**config.mk**
```make
export PLATFORM = sky130hd
export DESIGN_NAME = isq_cell
export DESIGN_NICKNAME = d
export VERILOG_FILES = /design/src/design/isq_pkg.sv /design/src/design/isq_cell.sv
export SDC_FILE = /design/constraint.sdc
export NUM_CORES = 1
export LEC_CHECK = 0
export ABC_AREA = 1
export CAP_MARGIN = 15
export CORE_MARGIN = 5
export CORE_UTILIZATION = 55
export DETAILED_ROUTE_END_ITERATION = 6
export DONT_BUFFER_PORTS = 1
export PLACE_DENSITY = 0.77
export SYNTH_ARGS = -nofsm -noshare
export SYNTH_HDL_FRONTEND = slang
export SYNTH_SLANG_ARGS = --single-unit
export TNS_END_PERCENT = 1
```
**constraint.sdc**
```tcl
create_clock -name clk -period 2.57 [get_ports clk]
set_clock_uncertainty 0.1 [all_clocks]
set_input_delay 0.3855 -clock clk [delete_from_list [all_inputs] [get_ports clk]]
set_output_delay 0.3855 -clock clk [all_outputs]
set_load 0.005 [all_outputs]
```
**src/design/isq_pkg.sv**
```systemverilog
`default_nettype none

package isq_pkg;

  localparam int DATA_W           = 32;
  localparam int POS_W            = 8;
  localparam int OP_W             = 3;
  localparam int STATUS_W         = 2;
  localparam int COUNT_OUT_W      = 7;
  localparam int DEFAULT_CAPACITY = 64;
  // cells per first-level group of the read reduction
  localparam int GROUP_SIZE       = 8;

  typedef enum logic [OP_W-1:0] {
    OP_READ   = 3'd0,
    OP_HEAD   = 3'd1,
    OP_TAIL   = 3'd2,
    OP_AT     = 3'd3,
    OP_DELETE = 3'd4
  } op_t;

  typedef enum logic [STATUS_W-1:0] {
    ST_OK      = 2'd0,
    ST_INVALID = 2'd1,
    ST_FULL    = 2'd2
  } status_t;

  typedef enum logic [1:0] {
    CELL_HOLD   = 2'd0,
    CELL_INSERT = 2'd1,
    CELL_DELETE = 2'd2
  } cell_op_t;

  // broadcast from the control to every cell of the row
  typedef struct packed {
    cell_op_t            op;
    logic [DATA_W-1:0]   value;
  } cell_cmd_t;

endpackage

`default_nettype wire

```
**src/design/isq_cell.sv**
```systemverilog
`default_nettype none

module isq_cell #(
  parameter int INDEX = 0,
  parameter int PW    = isq_pkg::POS_W
) (
  input  wire logic                        clk,
  input  wire isq_pkg::cell_cmd_t          cmd,
  input  wire logic [PW-1:0]               position,
  input  wire logic [isq_pkg::DATA_W-1:0]  left,
  input  wire logic [isq_pkg::DATA_W-1:0]  right,
  output logic      [isq_pkg::DATA_W-1:0]  data,
  output logic      [isq_pkg::DATA_W-1:0]  hit
);
  import isq_pkg::*;

  localparam logic [PW-1:0] MY_INDEX = PW'(INDEX);

  // take the left neighbor behind an insert point, the right one from a delete point on
  always_ff @(posedge clk) begin
    unique case (cmd.op)
      CELL_INSERT: begin
        if (MY_INDEX > position) begin
          data <= left;
        end else if (MY_INDEX == position) begin
          data <= cmd.value;
        end
      end
      CELL_DELETE: begin
        if (MY_INDEX >= position) begin
          data <= right;
        end
      end
      default: begin
      end
    endcase
  end

  // drive own word onto the read reduction only when addressed
  assign hit = (MY_INDEX == position) ? data : '0;

endmodule

`default_nettype wire

```
# Word level (Yosys, flattened, before mapping)
# Cells that the tools add are included.
# W data, S select, Z words.
dict set report totals {
  reg_bits 32
  inputBits 107
  out_inout_bits 64
  elab_cells 15
}
dict set report classes {
  n_lt_le_gt_ge 2
  n_eq_ne 4
  mux 5
  reduce_logical 3
}
# operator n
set ops {}
lappend ops {{$mux W32} 4}
lappend ops {{$pmux W32 S2} 1}
lappend ops {{$ge A1 B8 Y1 const A} 1}
lappend ops {{$gt A1 B8 Y1 const A} 1}
lappend ops {{$logic_not A8 Y1} 1}
lappend ops {{$ne A3 B3 Y1 const B} 1}
lappend ops {{$reduce_and A3 Y1} 1}
lappend ops {{$eq A2 B1 Y1 const B} 1}
lappend ops {{$eq A2 B2 Y1 const B} 1}
lappend ops {{$ne A2 B2 Y1 const B} 1}
lappend ops {{$reduce_bool A2 Y1} 1}

# Logic depth before layout (Yosys ltp)
# Gate-level depths: netlist of the first run.
dict set report logic_depth {
  depth_word 4
  ltp_mapped 6
  ltp_nobuf 5
}

# Worst setup path before layout of the first run
# OpenSTA, ideal clock, no wires.
dict set report synth_timing {
  kind {input-to-reg}
  from {input position[6]}
  to {register data[0] (netlist name), enable pin}
  setup_time_ps 421
  arrival_ps 2065
  required_ps 2049
  path_slack_ps -16
  cell_stages 5
  path_buffers 0
  cell_sequence {inv_1 > nand2_1 > nor2_1 > nand2_2 > nor2_1}
}
dict set report synth_between {
  elab_chain_cells 3
  elab_cells_between_ends 6
  cone_classes {order compare (2); eq/ne (2); reduce/logical (2)}
}
# element line_no
set synth_lines {}
lappend synth_lines {{start, declared} isq_cell.sv:9} ;# input wire logic [PW-1:0] position,
lappend synth_lines {{$gt A1 B8 Y1, or another cell as far along} isq_cell.sv:23} ;# if (MY_INDEX > position) begin
lappend synth_lines {{$ne A3 B3 Y1 (no source line) / $ne A2 B2 Y1 (equally long branches)} n/a}
lappend synth_lines {{$reduce_and A3 Y1 (no source line) *} n/a}
lappend synth_lines {{end signal, assigned} isq_cell.sv:24} ;# data <= left;
lappend synth_lines {{end signal, assigned} isq_cell.sv:26} ;# data <= cmd.value;
lappend synth_lines {{end signal, assigned} isq_cell.sv:31} ;# data <= right;
lappend synth_lines {{end, declared} isq_cell.sv:12} ;# output logic [isq_pkg::DATA_W-1:0] data,
# Mark *: on every way between the ends. The rest lies on a longest branch, timed or not.
# A chain may end at the register's enable or synchronous reset.

# Worst setup path in the final report of the first run
dict set report layout_timing {
  from {input position[6]}
  to {output hit[19] (netlist name)}
}
dict set report layout_between {
  elab_chain_cells 2
}
# element line_no
set layout_lines {}
lappend layout_lines {{$logic_not A8 Y1} isq_cell.sv:40} ;# assign hit = (MY_INDEX == position) ? data : '0;
lappend layout_lines {{$mux W32} isq_cell.sv:40}
lappend layout_lines {{end, declared} isq_cell.sv:13} ;# output logic [isq_pkg::DATA_W-1:0] hit
# Every way passes these cells.

==> PnR_summary.wiki, run 1 <==
{| class="wikitable"
! Metric !! Value
|-
| Result of the run || completed
|-
| Worst-case setup slack after placement || 0.929 ns
|-
| Number of global-route vias before repair || 1237
|-
| Via-to-Cell Ratio || 4.89
|-
| Highest cell delay on the worst timing path || 0.24 ns
|-
| Measured slew at the worst slew-check pin || 0.337 ns
|-
| Leakage power summed over all cells || 0.948 nW
|-
| Clock root buffer master || sky130_fd_sc_hd__clkbuf_4
|-
| Critical Path, Cell by Cell || inv_1 -> nand2_1 -> nor2_1 -> nand2_2 -> buf_4 -> nor2_2
|-
| Clock input transition at the sequential cells of the worst setup and hold paths || 0.10 ns
|-
| Area growth from synthesis to layout || 4.84%
|-
| Top achievable clock speed || 641 MHz
|-
| Switching share of total power || 22.2%
|-
| Routed WL per cell || 14.4 um
|-
| Final Non-Filler Cells || 271
|-
| Post-cts repair resize count || 0
|-
| Worst path slowest cell || sky130_fd_sc_hd__buf_4
|-
| Setup repair after global routing missed its margin || false
|-
| Initial antenna violation count || 0
|-
| Hold_buf cts || 0
|-
| Highest Signal Layer || met4
|-
| Share of layout cells above drive strength 1 || 21.6%
|-
| Most flops, register || data
|-
| Area of the core region || 3100 um2
|-
| Number of search-and-repair iterations in the first detailed-routing pass || 4
|-
| First-pass GRT wire length || 5510 um
|-
| Largest registers || data: 32 flops
|-
| Met3 wire length || 478 um
|-
| Cts bufs inserted || 5
|-
| CTS Buffer Depth || 2
|-
| Post-layout util || 61.1%
|-
| Internal Dissipation || 0.000704 W
|-
| DR WL met2 || 1940 um
|-
| Number of endpoints failing setup at the final stage || 0
|-
| Max Cap Viol || 0
|-
| Number of DRC violations after detailed routing || 0
|-
| PnR Total Power || 0.000904 W
|-
| Setup CP Type || primary input to output pin
|-
| Count of antenna-violating nets left after detailed routing || 0
|-
| Crit path DAT || 1.08 ns
|-
| Die height || 67.4 um
|-
| Clock network power share || 28.3%
|-
| Total power per unit cell area || 477 nW/um2
|-
| Vias after detailed routing || 1324
|-
| Flop pwr share || 64.1%
|-
| DRT met1 WL || 1420 um
|-
| Diode count || 0
|-
| FP Rows || 20
|-
| Die boundary width || 67.4 um
|-
| #FFs+latches synth || 32
|-
| Netlist Area Pre-Place || 1810 um2
|-
| Switching power total || 0.000201 W
|-
| Peak supply drop || 0.000332 V
|-
| Initial Utilization || 58.3%
|-
| Number of flip-flops under the largest register name || 32
|-
| Final period utilization || 60.7%
|-
| Element type at the critical path start || primary input
|-
| Count of pins over their slew limit || 0
|-
| Summed negative setup slack over all endpoints || 0 ns
|-
| TritonCTS clock tree || built
|-
| Cell count after synthesis || 222
|-
| Distinct cells, synth || 11
|-
| Global routing usage summed across all routing layers || 17.0%
|-
| Placed Cells || 263
|-
| Count of buffers added by post-CTS timing repair for setup || 0
|-
| Synth warnings || 0
|-
| Final HPWL DP || 3040 um
|-
| TritonCTS Sinks || 32
|-
| Global placement routability congestion || 0.756
|-
| Max H-tree Level || 2
|-
| Final wirelength || 3910 um
|-
| Pin count of the biggest net entering global routing || 33
|-
| Largest fanout on the critical path || 18
|-
| Count of routing violations after the opening detailed-route iteration || 32
|-
| Fin crit period || 1.56 ns
|-
| Total nets after synthesis || 329
|-
| Required time at the worst-slack endpoint || 2.08 ns
|-
| Final nets || 333
|-
| Post-synthesis area per instance || 8.15 um2
|-
| Count of final hold-check violations || 0
|-
| Sequential fraction of the synthesis area || 53.1%
|-
| Endpoint kind of the worst setup timing path || output pin
|-
| Die area || 4540 um2
|-
| Comb pwr share || 7.6%
|-
| Normalized max-slew margin || 77.5%
|-
| Overall overflow remaining after global route || 0
|-
| Smallest setup slack after layout || 1.01 ns
|-
| Count of input and output buffers || 0
|-
| Number of primary I/O pins || 171
|-
| Path category of the worst min-delay check || primary input to register
|}
==> Yosys cell counts <==
cell type	n	share of area, %
sky130_fd_sc_hd__buf_6	3	1.9
sky130_fd_sc_hd__buf_2	3	0.83
sky130_fd_sc_hd__nand2_2	2	0.69
sky130_fd_sc_hd__buf_4	3	1.2
sky130_fd_sc_hd__nor2_1	6	1.2
sky130_fd_sc_hd__inv_2	2	0.42
sky130_fd_sc_hd__nor2_2	28	9.7
sky130_fd_sc_hd__edfxtp_1	32	53
sky130_fd_sc_hd__inv_1	40	8.3
sky130_fd_sc_hd__nor2_4	3	1.9
sky130_fd_sc_hd__nand2_1	100	21
==> path summary, 6_finish.rpt <==
check	start	end	slack, ns	depth (start not counted)
setup / recovery	position[6]	hit[19]	1.01	6
hold / removal	right[19]	data[19]	0.14	2
==> critical path: cells and delay by family <==
| family | cells | cell delay (ns) |
|---|---|---|
| buffers and inverters | 2 | 0.27 |
| and+or+nand+nor | 4 | 0.41 |
==> cell families (layout without fill, tap and decap cells) <==
family / after synthesis / after routing / share of synthesized area (%)
flops: 32 / 32 / 53.1
simple gates: 139 / 139 / 34.2
buf+inv: 51 / 56 / 12.7
==> per-stage QoR <==
stage,instance area (um2),hold WS (ns)
floorplan,1810,0.464
global placement,1850,0.467
detailed placement,1850,0.471
CTS,1900,0.116
global route,1900,0.117
finish,1900,0.139
==> cell type report <==
class	instances	area (um2)
clock buffer	5	37.5
clock inverter	3	13.8
fill	271	1210
inverter	42	158
multi-input combinational	139	627
sequential	32	961
tap	44	55.1
timing repair buffer	6	45.0
==> per-layer routing <==
layer / vias up / GRT usage (%)
met5: - / 0
met1: 570 / 17.6
li1: 659 / -
met4: 0 / 9.11
met3: 6 / 5.66
met2: 89 / 30.1
==> cell usage in the layout (no fill, tap or decap), drive strengths merged <==
| master | netlist | layout |
|---|---|---|
| inv | 42 | 42 |
| clkbuf | 0 | 5 |
| buf | 9 | 6 |
| nand2 | 102 | 102 |
| edfxtp | 32 | 32 |
| nor2 | 37 | 37 |
| clkinv | 0 | 3 |
==> power by group through the flow <==
stage	combinational, W	sequential, W	clock, W
2_1_floorplan	0.0000588	0.000592	0
3_3_place_gp	0.0000675	0.000592	0
3_5_place_dp	0.0000706	0.000592	0
4_1_cts	0.0000703	0.000580	0.000272
5_1_grt	0.0000816	0.000580	0.000298
6_report	0.0000683	0.000580	0.000256
No activity file was read; power rests on OpenSTA's default activity.
==> inputs of run 2 (changes only) <==
--- a/config.mk
+++ b/config.mk
@@ -5,7 +5,7 @@
 export SDC_FILE = /design/constraint.sdc
 export NUM_CORES = 1
 export LEC_CHECK = 0
-export ABC_AREA = 1
+export ABC_AREA = 0
 export CAP_MARGIN = 15
 export CORE_MARGIN = 5
 export CORE_UTILIZATION = 55
==> constraint.sdc (replaced) <==
create_clock -name clk -period 1.3 [get_ports clk]
set_clock_uncertainty 0.1 [all_clocks]
set_input_delay 0.195 -clock clk [delete_from_list [all_inputs] [get_ports clk]]
set_output_delay 0.195 -clock clk [all_outputs]
set_load 0.005 [all_outputs]
==> run 2 against run 1 <==
The flow now finishes with violations (negative setup slack). Cell count is 4.4% lower. Synthesized cell count is 35% lower. Critical endpoint is now hit[30]. Power is 120% higher. Clock power is 110% higher. Routed wire length is 49% higher. Critical path depth is 3 lower. Worst setup slack worse by 1.2 ns. Highest routed layer unchanged. Die area is 4.6% higher.
==> PnR_summary.wiki, run 2 <==
{| class="wikitable"
! Metric !! Value
|-
| Post-route design area || 2800 um2
|-
| Largest fanout on the critical path || 5
|-
| Max H-tree Level || 2
|-
| Count of antenna-violating nets left after detailed routing || 0
|-
| Die boundary width || 68.9 um
|-
| Setup repair after global routing missed its margin || true
|-
| Initial antenna violation count || 0
|-
| Leading cell types in the layout, fill and taps excluded || 64 x sky130_fd_sc_hd__dlygate4sd3_1, 32 x sky130_fd_sc_hd__inv_1, 32 x sky130_fd_sc_hd__edfxtp_1
|-
| Count of input and output buffers || 0
|-
| Distinct cells, synth || 15
|-
| Die area || 4740 um2
|-
| Count of routing violations after the opening detailed-route iteration || 67
|-
| Fin crit period || 1.49 ns
|-
| Endpoint kind of the worst setup timing path || output pin
|-
| Global placement routability congestion || 0.661
|-
| Area of the core region || 3340 um2
|-
| Global routing usage summed across all routing layers || 22.9%
|-
| Peak supply drop || 0.000615 V
|-
| Top achievable clock speed || 670 MHz
|-
| Clock input transition at the sequential cells of the worst setup and hold paths || 0.09 ns
|-
| Number of endpoints failing setup at the final stage || 64
|-
| Fraction of registers with async set/reset || 0%
|-
| TritonCTS Sinks || 32
|-
| Normalized max-slew margin || 78.8%
|-
| Main flop type after synthesis || sky130_fd_sc_hd__edfxtp_1
|-
| Number of search-and-repair iterations in the first detailed-routing pass || 4
|-
| Measured slew at the worst slew-check pin || 0.316 ns
|-
| Max Cap Viol || 0
|-
| Die height || 68.9 um
|-
| Dominant cell type by area after synthesis || sky130_fd_sc_hd__edfxtp_1
|-
| Post-synth EDFFs || 32
|-
| Largest cells by area after synthesis || sky130_fd_sc_hd__edfxtp_1 50%, sky130_fd_sc_hd__mux2_2 18%, sky130_fd_sc_hd__nor3_2 16%, sky130_fd_sc_hd__inv_1 6.3%, sky130_fd_sc_hd__buf_12 3.1%
|-
| Total power per unit cell area || 723 nW/um2
|-
| Number of primary I/O pins || 171
|-
| Failing checks || negative setup slack
|-
| Post-layout util || 83.8%
|-
| Worst-case setup slack after placement || -0.324 ns
|-
| Count of final hold-check violations || 0
|-
| Largest registers || data: 32 flops
|-
| Diode count || 0
|-
| Share of layout cells above drive strength 1 || 37.1%
|-
| Cell count after synthesis || 145
|-
| Number of DRC violations after detailed routing || 0
|-
| Final wirelength || 5810 um
|-
| Fillcell total || 176
|-
| Final Non-Filler Cells || 259
|-
| Final period utilization || 115%
|-
| Result of the run || complete, but fails checks
|-
| Worst slack on hold paths || 0.278 ns
|-
| Count of pins over their slew limit || 0
|-
| Smallest setup slack after layout || -0.192 ns
|-
| Most instantiated cells after synthesis || 32 x sky130_fd_sc_hd__edfxtp_1, 32 x sky130_fd_sc_hd__inv_1, 30 x sky130_fd_sc_hd__mux2_2, 30 x sky130_fd_sc_hd__nor3_2
|-
| Number of global-route vias before repair || 1474
|-
| WHS Endpoint || data[1]
|-
| Path category of the worst min-delay check || primary input to register
|-
| Clock root buffer master || sky130_fd_sc_hd__clkbuf_4
|-
| Crit path DAT || 1.20 ns
|-
| Pin count of the biggest net entering global routing || 33
|-
| Most frequent standard cell in the layout excluding fill and tap cells || sky130_fd_sc_hd__dlygate4sd3_1
|-
| First-pass GRT wire length || 7490 um
|-
| #FFs+latches synth || 32
|-
| Element type at the critical path start || primary input
|-
| Final nets || 319
|-
| Sequential fraction of the synthesis area || 50.4%
|-
| Routed WL per cell || 22.4 um
|-
| Number of flip-flops under the largest register name || 32
|-
| Post-place instance area || 1930 um2
|-
| Synth top area share || 50.4%
|-
| Placed Cells || 184
|-
| Post-synthesis area per instance || 13.2 um2
|-
| Required time at the worst-slack endpoint || 1.00 ns
|-
| Netlist Area Pre-Place || 1910 um2
|-
| Overall overflow remaining after global route || 0
|-
| CTS Buffer Depth || 2
|-
| Cts bufs inserted || 5
|-
| Area of the multi-input gates || 831 um2
|-
| FP Rows || 21
|-
| TritonCTS clock tree || built
|-
| Total nets after synthesis || 252
|-
| Setup CP Type || primary input to output pin
|-
| Cell count of the worst hold path || 3
|-
| Synth warnings || 0
|-
| Vias after detailed routing || 1399
|-
| Origin of the worst min-delay path || cmd[32]
|-
| Via-to-Cell Ratio || 5.40
|-
| Final HPWL DP || 3110 um
|-
| Most flops, register || data
|-
| Leakage power summed over all cells || 1.09 nW
|-
| Initial Utilization || 57.1%
|-
| Area growth from synthesis to layout || 46.7%
|-
| Footprint of the flip-flops and latches || 961 um2
|}
==> run 2: stage by stage <==
step	total power (W)	TNS (ns)
floorplan	0.00132	-36.98
global placement	0.00132	-17.09
detailed placement	0.00133	-18.33
CTS	0.00200	-5.21
global route	0.00210	-12.87
finish	0.00202	-11.38
==> run 2: worst max-delay path by stage <==
stage | startpoint | to | slack [ns] | depth (start not counted)
floorplan | position[7] | data[0] | -0.92 | 3
global placement | position[7] | data[16] | -0.31 | 3
detailed placement | position[7] | data[11] | -0.32 | 3
CTS | position[3] | hit[11] | -0.18 | 3
global route | position[0] | hit[30] | -0.23 | 3
finish | position[0] | hit[30] | -0.19 | 3
==> run 2: metal layers <==
metal / vias up / part of all wire (%) / track usage, %
met2: 95 / 52 / 43.7
met3: 15 / 13 / 12.6
li1: 635 / - / -
met5: - / 0 / 0
met1: 654 / 32 / 19.2
met4: 0 / 2.5 / 8.76
==> run 2: final cells by class <==
class | instances | area share (%)
clock buffers | 7 | 1.61
multi-input cells | 69 | 29.7
repair buffers | 72 | 27.9
flip-flops and latches | 32 | 34.3
inverters | 32 | 4.29
well taps | 46 | 2.06
clock inverters | 1 | 0.134
==> run 2: repair_timing <==
item	CTS	global route
cloned	0	2
hold endpoints to repair	32	0
endpoints found under the setup margin	32	64
pin swaps	0	1
resized for setup	17	8
buffers inserted	0	1
hold buffers	64	0
==> run 2: report_power, final <==
part / total [W] / leakage (nW) / internal, W / switching, W
Combinational: 0.000344 / 0.771 / 0.000225 / 0.000119
Sequential: 0.00115 / 0.288 / 0.00114 / 0.00000185
Clock: 0.000533 / 0.0269 / 0.000208 / 0.000325
Total: 0.00202 / 1.09 / 0.00158 / 0.000446
==> run 2: cell families (layout without fill, tap and decap cells) <==
family | count (synthesis) | in the layout | share of synthesized area [%]
xor+xnor | 1 | 1 | 0.459
mux | 32 | 32 | 18.9
simple gates | 36 | 36 | 17.8
buf+inv | 44 | 112 | 12.4
flops | 32 | 32 | 50.4
==> run 2: critical path, cell delays in order <==
cell,delay [ns]
sky130_fd_sc_hd__or4_4,0.60
sky130_fd_sc_hd__clkbuf_16,0.21
sky130_fd_sc_hd__nor3_4,0.20
==> inputs of run 3 (changes only) <==
--- a/config.mk
+++ b/config.mk
@@ -12,6 +12,7 @@
 export DETAILED_ROUTE_END_ITERATION = 6
 export DONT_BUFFER_PORTS = 1
 export PLACE_DENSITY = 0.77
+export SETUP_SLACK_MARGIN = 0.05
 export SYNTH_ARGS = -nofsm -noshare
 export SYNTH_HDL_FRONTEND = slang
 export SYNTH_SLANG_ARGS = --single-unit
==> run 3 against run 2 <==
The run still ends with negative setup slack left. Count of clock-buffer cells in the layout stayed put. Cell count down 0.77%. Combinational power shrank 2%. Non-clock buffer count shrank 3. Sequential power hardly changed. Power fell by 0.94%. Clock power is 2% lower. Worst setup slack got worse by 0.0078 ns. Sequential share of layout area increased by 0.56 points. Final area down 1.6%. Critical path type unchanged. Largest cell class unchanged. Highest routed layer unchanged.
==> PnR_summary.wiki, run 3 (synthesis gave the netlist of run 2 again) <==
{| class="wikitable"
! Metric !! Value
|-
| Via-to-Cell Ratio || 5.39
|-
| Path category of the worst min-delay check || primary input to register
|-
| Count of buffers added by post-CTS timing repair for setup || 0
|-
| Failing checks || negative setup slack
|-
| Pin count of the biggest net entering global routing || 33
|-
| Initial Utilization || 57.1%
|-
| Final HPWL DP || 3110 um
|-
| Clock input transition at the sequential cells of the worst setup and hold paths || 0.09 ns
|-
| Most flops, register || data
|-
| Routed WL per cell || 22.2 um
|-
| Die height || 68.9 um
|-
| Smallest setup slack after layout || -0.199 ns
|-
| Max Cap Viol || 0
|-
| Worst-case setup slack after placement || -0.324 ns
|-
| Measured slew at the worst slew-check pin || 0.312 ns
|-
| Number of flip-flops under the largest register name || 32
|-
| Largest fanout on the critical path || 21
|-
| Share of layout cells above drive strength 1 || 36.2%
|-
| Total power per unit cell area || 728 nW/um2
|-
| Endpoint kind of the worst setup timing path || output pin
|-
| Switching share of total power || 21.6%
|-
| Vias after detailed routing || 1386
|-
| Global placement routability congestion || 0.661
|-
| Die boundary width || 68.9 um
|-
| Required time at the worst-slack endpoint || 1.00 ns
|-
| Final period utilization || 115%
|-
| TritonCTS Sinks || 32
|-
| Comb pwr share || 16.8%
|-
| Cts bufs inserted || 5
|-
| WHS Endpoint || data[1]
|-
| Crit path DAT || 1.20 ns
|-
| Most frequent standard cell in the layout excluding fill and tap cells || sky130_fd_sc_hd__dlygate4sd3_1
|-
| Number of primary I/O pins || 171
|-
| Top achievable clock speed || 667 MHz
|-
| Setup CP Type || primary input to output pin
|-
| Peak supply drop || 0.000606 V
|-
| Leakage power summed over all cells || 1.06 nW
|-
| Number of DRC violations after detailed routing || 0
|-
| FP Rows || 21
|-
| Count of final hold-check violations || 0
|-
| Result of the run || complete, but fails checks
|-
| Flop pwr share || 57.2%
|-
| Normalized max-slew margin || 79.0%
|-
| Max H-tree Level || 2
|-
| Fin crit period || 1.50 ns
|-
| Number of endpoints failing setup at the final stage || 64
|-
| Die area || 4740 um2
|-
| Area of the core region || 3340 um2
|-
| First-pass GRT wire length || 7490 um
|-
| Cell count of the worst hold path || 3
|-
| CTS Buffer Depth || 2
|-
| TritonCTS clock tree || built
|-
| Count of pins over their slew limit || 0
|-
| Origin of the worst min-delay path || cmd[32]
|-
| Global routing usage summed across all routing layers || 22.9%
|-
| Summed negative setup slack over all endpoints || -6.71 ns
|-
| Clock root buffer master || sky130_fd_sc_hd__clkbuf_4
|-
| Count of input and output buffers || 0
|-
| Leading cell types in the layout, fill and taps excluded || 64 x sky130_fd_sc_hd__dlygate4sd3_1, 32 x sky130_fd_sc_hd__inv_1, 32 x sky130_fd_sc_hd__edfxtp_1
|-
| Clock network power share || 26.1%
|-
| Count of routing violations after the opening detailed-route iteration || 71
|-
| Largest registers || data: 32 flops
|-
| Internal Dissipation || 0.00157 W
|-
| Overall overflow remaining after global route || 0
|-
| Final wirelength || 5700 um
|-
| Setup repair after global routing missed its margin || true
|-
| Number of search-and-repair iterations in the first detailed-routing pass || 4
|-
| Element type at the critical path start || primary input
|-
| Area growth from synthesis to layout || 44.4%
|-
| Launch point of the worst path || position[3]
|-
| Final nets || 316
|-
| Count of antenna-violating nets left after detailed routing || 0
|-
| Switching power total || 0.000433 W
|-
| Initial antenna violation count || 0
|-
| Number of global-route vias before repair || 1474
|}
## run 3: changes by cell type in the layout (fill, tap and decap cells not counted)
cell / before / now
sky130_fd_sc_hd__buf_4: 1 / 0
sky130_fd_sc_hd__buf_8: 1 / 0
sky130_fd_sc_hd__clkbuf_16: 1 / 0
sky130_fd_sc_hd__diode_2: 0 / 1
## run 3: final cells by class
type                       instances  area (um2)
sequential                        32         961
multi-input combinational         69         831
timing repair buffer              69         732
fill                             182         584
inverter                          32         120
tap                               46        57.6
clock buffer                       7        45.0
clock inverter                     1        3.75
antenna                            1        2.50
## run 3: per-stage QoR
stage | hold slack (ns) | cell area [um2] | total power, W | instances | utilization (%)
after global placement | 0.301 | 1930 | 0.00132 | 184 | 57.8
after detailed placement | 0.301 | 1930 | 0.00133 | 184 | 57.8
after global routing | 0.276 | 2750 | 0.00209 | 256 | 82.4
after CTS | 0.261 | 2710 | 0.00200 | 256 | 81.1
final | 0.287 | 2750 | 0.00200 | 257 | 82.5
after floorplan | 0.296 | 1930 | 0.00132 | 145 | -
## run 3: how the worst max path moves through the flow
stage                    end  slack [ns]  cells past startpoint
floorplan            data[0]       -0.92                      3
global placement    data[16]       -0.31                      3
detailed placement  data[11]       -0.32                      3
CTS                  hit[11]       -0.18                      3
global route         hit[30]       -0.24                      3
finish               hit[30]       -0.20                      3
## run 3: repair_timing
item	CTS	global route
hold buffers	64	0
hold endpoints to repair	32	0
resized for setup	17	7
setup endpoints to repair	64	64
pin swaps	1	0
## run 3: critical path, cell delays in order
cell and delay (ns):
sky130_fd_sc_hd__or4_4 0.57, sky130_fd_sc_hd__buf_12 0.21, sky130_fd_sc_hd__nor3_4 0.21
## run 3: power groups by stage
stage / Clock (W) / Sequential [W] / Combinational [W]
3_5_place_dp: 0 / 0.00117 / 0.000159
6_report: 0.000522 / 0.00115 / 0.000336
5_1_grt: 0.000592 / 0.00115 / 0.000355
3_3_place_gp: 0 / 0.00117 / 0.000150
2_1_floorplan: 0 / 0.00117 / 0.000147
4_1_cts: 0.000540 / 0.00115 / 0.000319
## run 3: routing by layer
layer	track usage (%)	share of wire (%)
met5	0	0
met4	8.76	2.4
met3	12.6	14
met2	43.7	52
met1	19.2	32
